[src/hdl/imu_cf_pkg.sv]
`default_nettype none

package imu_cf_pkg;

  // CORDIC iteration count limits
  localparam int CORDIC_STEPS_DEF = 16;
  localparam int CORDIC_STEPS_MAX = 24;

  // Field widths
  localparam int FIELD_W   = 16;
  localparam int ROLL_W    = 17;
  localparam int PITCH_W   = 16;
  localparam int YAW_W     = 17;
  localparam int BW_W      = 17;
  localparam int DT_W      = 16;
  localparam int CFG_IDX_W = 2;
  localparam int CFG_W     = 17;

  // CORDIC datapath widths: vector components and angle in 2^-16 degree
  localparam int CW = 28;
  localparam int AW = 26;

  // Register indexes
  localparam logic [CFG_IDX_W-1:0] CFG_MODE   = 2'd0;
  localparam logic [CFG_IDX_W-1:0] CFG_WEIGHT = 2'd1;
  localparam logic [CFG_IDX_W-1:0] CFG_STEP   = 2'd2;

  // Filter mode codes
  localparam logic MODE_BLEND = 1'b0;
  localparam logic MODE_RAW   = 1'b1;

  // Register reset values
  localparam logic [BW_W-1:0] WEIGHT_RST = 17'd64225;
  localparam logic [DT_W-1:0] STEP_RST   = 16'd655;
  localparam logic [BW_W-1:0] WEIGHT_ONE = 17'd65536;

  // Angle limits in 1/256 degree
  localparam int ROLL_LIM  = 46080;
  localparam int PITCH_LIM = 23040;
  localparam int YAW_SPAN  = 92160;

  // One vector moving down the CORDIC chain
  typedef struct packed {
    logic                 vld;
    logic                 tag;
    logic                 zero;
    logic signed [CW-1:0] x;
    logic signed [CW-1:0] y;
    logic signed [AW-1:0] z;
  } cordic_t;

  // atan(2^-idx) in 2^-16 degree
  function automatic logic signed [AW-1:0] cordic_atan(input int unsigned idx);
    logic signed [AW-1:0] v;
    case (idx)
      0:  v = AW'(2949120);
      1:  v = AW'(1740967);
      2:  v = AW'(919879);
      3:  v = AW'(466945);
      4:  v = AW'(234379);
      5:  v = AW'(117304);
      6:  v = AW'(58666);
      7:  v = AW'(29335);
      8:  v = AW'(14668);
      9:  v = AW'(7334);
      10: v = AW'(3667);
      11: v = AW'(1833);
      12: v = AW'(917);
      13: v = AW'(458);
      14: v = AW'(229);
      15: v = AW'(115);
      16: v = AW'(57);
      17: v = AW'(29);
      18: v = AW'(14);
      19: v = AW'(7);
      20: v = AW'(4);
      21: v = AW'(2);
      22: v = AW'(1);
      default: v = '0;
    endcase
    return v;
  endfunction

endpackage

`default_nettype wire

[src/hdl/imu_cf_cell.sv]
`default_nettype none

module imu_cf_cell import imu_cf_pkg::*; #(
  parameter int unsigned STEP = 0
) (
  input  wire     clk_i,
  input  wire     rst_ni,
  input  cordic_t cell_i,
  output cordic_t cell_o
);

  localparam logic signed [AW-1:0] ATAN = cordic_atan(STEP);

  cordic_t              cell_d;
  cordic_t              cell_q;
  logic signed [CW-1:0] sx;
  logic signed [CW-1:0] sy;

  // One vectoring micro-rotation: drive y toward zero
  always_comb begin
    sx     = cell_i.x >>> STEP;
    sy     = cell_i.y >>> STEP;
    cell_d = cell_i;
    if (!cell_i.y[CW-1]) begin
      cell_d.x = cell_i.x + sy;
      cell_d.y = cell_i.y - sx;
      cell_d.z = cell_i.z + ATAN;
    end else begin
      cell_d.x = cell_i.x - sy;
      cell_d.y = cell_i.y + sx;
      cell_d.z = cell_i.z - ATAN;
    end
  end

  // Hand the vector on to the next cell
  always_ff @(posedge clk_i or negedge rst_ni) begin
    if (!rst_ni) begin
      cell_q <= '0;
    end else begin
      cell_q <= cell_d;
    end
  end

  assign cell_o = cell_q;

endmodule

`default_nettype wire

[config.mk]
export PLATFORM = sky130hd
export DESIGN_NAME = imu_cf_cell
export DESIGN_NICKNAME = d
export VERILOG_FILES = /design/src/hdl/imu_cf_pkg.sv /design/src/hdl/imu_cf_cell.sv
export SDC_FILE = /design/constraint.sdc
export NUM_CORES = 1
export LEC_CHECK = 0
export ABC_AREA = 0
export BUFFER_PORTS_ARGS = -buffer_cell sky130_fd_sc_hd__buf_2
export CAP_MARGIN = 10
export CORE_MARGIN = 8
export CORE_UTILIZATION = 50
export CTS_BUF_LIST = sky130_fd_sc_hd__clkbuf_4 sky130_fd_sc_hd__clkbuf_8
export DETAILED_ROUTE_END_ITERATION = 10
export PLACE_DENSITY = 0.75
export SLEW_MARGIN = 15
export SYNTH_ARGS = -nofsm -noshare
export SYNTH_HDL_FRONTEND = slang
export SYNTH_SLANG_ARGS = --single-unit
[constraint.sdc]
create_clock -name clk_i -period 1.21 [get_ports clk_i]
set_input_delay 0.121 -clock clk_i [delete_from_list [all_inputs] [get_ports clk_i]]
set_output_delay 0.121 -clock clk_i [all_outputs]
set_load 0.02 [all_outputs]
# Word level (Yosys, flattened, before mapping)
# Index checks and enable logic that the tools add are counted.
# totals
regBits	85
in_bits	87
output_inout_bits	85
# op_classes
addsub	5
mux	1
# ops
cell	count
$mux W82	1
$sub A28 B28 Y28	2
$add A28 B28 Y28	1
$add A26 B23 Y26 const B	1
$sub A26 B23 Y26 const B	1

# Longest topological paths before layout
# depth
word_depth	2
depth_mapped	13
ltp_nobuf	11

# Worst setup path after synthesis
# Ideal clock, no wire load.
# synth_path
kind	input-to-reg
startpoint	input cell_i[53] in the netlist's numbering
endpoint	register cell_q, in the netlist cell_o[24]
setup_time_ns	0.080
arrival_ns	2.350
t_required_ns	1.130
setup_slack_ns	-1.220
cell_stages	13
path_buffers	3
path_cell_list	clkbuf_1 > inv_1 > clkbuf_1 > buf_2 > ha_1 > nor2b_1 > o21ai_0 > a21boi_0 > o21ai_0 > nand2b_1 > a21o_1 > a21oi_1 > xnor2_1
# synth_rtl
element	line	source
from (decl)	imu_cf_cell.sv:8	input cordic_t cell_i,
to (signal assigned)	imu_cf_cell.sv:40	cell_q <= cell_d;
to (decl)	imu_cf_cell.sv:15	cordic_t cell_q;

==> PnR_summary.wiki <==
{| class="wikitable"
! Metric !! Value
|-
| Cells after Synth || 858
|-
| Synth Flop Type || sky130_fd_sc_hd__dfrtp_1
|-
| Via-per-instance ratio || 6.738
|-
| Hold Path Cell Cnt || 4
|-
| Vias in the first global route || 9541
|-
| Worst min-delay path startpoint || cell_i[26]
|-
| Relative slew slack || 0.3592
|-
| Largest net degree at the start of global routing || 85
|-
| Average wire per cell in the routed design || a little under 30 um
|-
| Final Hold Vio Count || 0
|-
| Remaining routing DRC violations || 0
|-
| Required time worst endpoint || about 1.5 ns
|-
| Leading cell type by number of instances after synthesis || sky130_fd_sc_hd__ha_1
|-
| Standard-cell rows || 44
|-
| RSZ-0062 raised after global routing || true
|-
| Fraction of synthesis flops using an asynchronous set or reset pin || 1.000
|-
| Total Routing Usage GR || 0.3631
|-
| Antenna violations before repair || 5
|-
| Clock-pin slew on the worst setup and hold paths || 0.11 ns
|-
| Post-route worst hold slack || 0.09522 ns
|-
| Detailed Route WL || 46190 um
|-
| Worst VDD drop || 0.0006782 V
|-
| Starting utilization of the core area || 0.5102
|-
| Chip width || 137.8 um
|-
| Total gr overflow || 0
|-
| Worst-case clock buffer depth || 2
|-
| Final period demand of the worst path || 2.885 ns
|-
| Proportion of layout cells with a drive suffix above 1 || 0.5618
|-
| Boundary Pins || about 170
|-
| Largest register FFs || 84
|-
| Maximum fanout along the worst path || 5
|-
| Number of distinct library cells after synthesis || slightly below 80
|-
| 1st-iter DRT viols || 1954
|-
| Sink count of the clock tree || 84
|-
| Vert. Die Dim || 137.8 um
|-
| H-tree lvl count || 3
|-
| Period Utilization, post-route || 2.385
|-
| Buffers on Ports || approximately 170
|-
| RD Place Congestion || just under 1
|-
| Status || finished with violations
|-
| Placeable core area || 14530 um2
|-
| Worst-Margin Slew || approximately 0.96 ns
|-
| Worst Hold Endpoint || cell_o[26]
|-
| Cell types with the largest area share after synthesis || sky130_fd_sc_hd__dfrtp_1 (28%), sky130_fd_sc_hd__ha_1 (17%), sky130_fd_sc_hd__xnor2_1 (6.6%)
|-
| Count of flip-flops with a built-in enable after synthesis || 0
|-
| Violations in the final reports || setup timing
|-
| Share of Yosys cell area claimed by the top area cell type || 0.2834
|-
| Library cell occupying the most area in the post-synthesis netlist || sky130_fd_sc_hd__dfrtp_1
|-
| Clock buffers created by TritonCTS || 9
|-
| Register bit count reported by yosys || 84
|-
| Final worst setup slack || -1.675 ns
|-
| Wire length of the first global-routing pass || 53090 um
|-
| Type of element capturing the critical path || register
|-
| Arrival @ worst endpoint || 3.13 ns
|-
| Number of maximum-capacitance constraint violations || 0
|-
| Syn_area_per_cell || 8.643 um2
|-
| Critical setup path kind || primary input to register
|-
| Ranking of synthesized cells by instance count || sky130_fd_sc_hd__ha_1 (98), sky130_fd_sc_hd__a21oi_1 (89), sky130_fd_sc_hd__inv_1 (89), sky130_fd_sc_hd__dfrtp_1 (84), sky130_fd_sc_hd__nor2_1 (71)
|-
| Number of nets in the layout || 1560
|-
| Area growth from synthesis to layout || 79.28%
|-
| Clock tree from TritonCTS || yes
|-
| Power, Total || 14.03 mW
|-
| Max-slew violation count || 0
|-
| Die area || 18980 um2
|-
| Half-perimeter wire length of the detailed placement result || ~23000 um
|-
| Startpoint type of the worst setup path || primary input
|-
| Total number of yosys warnings || 0
|-
| Count of final setup violators || 60
|-
| Static Leakage || 6.386 nW
|-
| Antenna-violating nets left || 0
|-
| Sequential-to-total area share from yosys stat || 0.2834
|-
| Number of iterations in the first detailed-routing pass || 11
|-
| Power per Cell Area || 1056 nW/um2
|-
| Post-Syn Nets || 1047
|-
| Post-Syn Area || 7416 um2
|-
| Final sum of negative setup slack || -50.18 ns
|-
| Root buf cell || sky130_fd_sc_hd__clkbuf_8
|-
| Timing-limited maximum frequency || 346.6 MHz
|-
| Class of the tightest hold or removal check || primary input to register
|-
| Overall via count from detail_route || 10520
|}
[worst max-delay path, stage by stage]
cell and delay, ns:
sky130_fd_sc_hd__buf_8 0.09, sky130_fd_sc_hd__inv_8 0.03, sky130_fd_sc_hd__ha_4 0.29, sky130_fd_sc_hd__buf_4 0.11, sky130_fd_sc_hd__buf_4 0.12, sky130_fd_sc_hd__o21a_1 0.12, sky130_fd_sc_hd__o31a_1 0.28, sky130_fd_sc_hd__o211ai_1 0.18
sky130_fd_sc_hd__nand2_2 0.16, sky130_fd_sc_hd__a21oi_1 0.08, sky130_fd_sc_hd__buf_4 0.16, sky130_fd_sc_hd__a221oi_2 0.77, sky130_fd_sc_hd__o41ai_4 0.38, sky130_fd_sc_hd__xnor2_1 0.22
[placed cells by master, fill, tap and decap left out, drive strengths merged, types with 9 or more instances in the layout]
cell type,synthesis,routed
nand2,39,39
o21ai,51,51
inv,92,94
a21oi,90,90
mux2i,11,11
nor2b,15,15
nand3,15,15
clkbuf,7,10
ha,98,98
xnor2,56,56
a31oi,9,9
o21bai,18,18
buf,28,515
nor4,11,11
o31ai,9,9
o21a,10,10
a21o,25,25
nor3,15,15
dfrtp,84,84
dlygate4sd3,0,22
nor2,72,72
[cells by family after synthesis]
| kind of cell | after synthesis | share of synthesized area |
|---|---|---|
| xor gates and xnor gates | 60 | 0.07086 |
| and+or+nand+nor | 202 | 0.1368 |
| buffers and inverters | 128 | 0.07002 |
| muxes | 11 | 0.01485 |
| adders and majority gates | 102 | 0.1761 |
| DFF | 84 | 0.2834 |
| AOI/OAI and AO/OA | 271 | 0.2479 |
[timing repair]
item | CTS | global route
setup buffers | 39 | 26
pin swaps | 116 | 120
endpoints found under the hold margin | 105 | 0
resized for setup | 192 | 134
gates cloned | 0 | 0
hold buffers | 22 | 0
setup endpoints to repair | 52 | 57
[metal layers]
layer | track usage | vias to the layer above | wire [um]
li1 | - | 4027 | -
met1 | 0.4185 | 4748 | 14540
met3 | 0.08279 | 510 | 7718
met5 | 0 | - | 230
met4 | 0.2101 | 12 | 4675
met2 | 0.6075 | 1227 | 19030
[how the worst max path moves through the flow]
stage / startpoint / endpoint / slack, ns
after floorplan: cell_i[27] / cell_o[77] / -0.78
after global placement: cell_i[27] / cell_o[43] / -1.29
after detailed placement: cell_i[29] / cell_o[46] / -1.38
after CTS: cell_i[45] / cell_o[53] / -0.80
after global routing: cell_i[29] / cell_o[81] / -1.56
final: cell_i[29] / cell_o[81] / -1.68
[where the power goes]
group,internal (mW),switching (mW),total [mW]
clock,1.01,1.33,2.34
combinational,3.37,4.72,8.09
sequential,3.32,0.282,3.60
[area by class of cell]
type                            instances  area (um2)
Multi-Input combinational cell        646        6341
Tap cell                              184       230.2
Fill cell                             539        1239
Sequential cell                        84        2102
Clock inverter                          6       71.32
Inverter                               93       406.6
Timing Repair Buffer                  537        4008
Clock buffer                           10       131.4
Antenna cell                            2       5.005
[metrics by stage]
stage	util	cells	setup WS [ns]	instance area, um2
6_report	0.9148	1562	-1.675	13300
5_1_grt	0.9146	1561	-1.562	13290
4_1_cts	0.8588	1542	-0.8026	12480
3_5_place_dp	0.7496	1467	-1.380	10890
3_3_place_gp	0.7496	1467	-1.289	10890
2_1_floorplan	-	858	-0.7846	7865
Note: power is estimated with default switching activity, not from simulation.
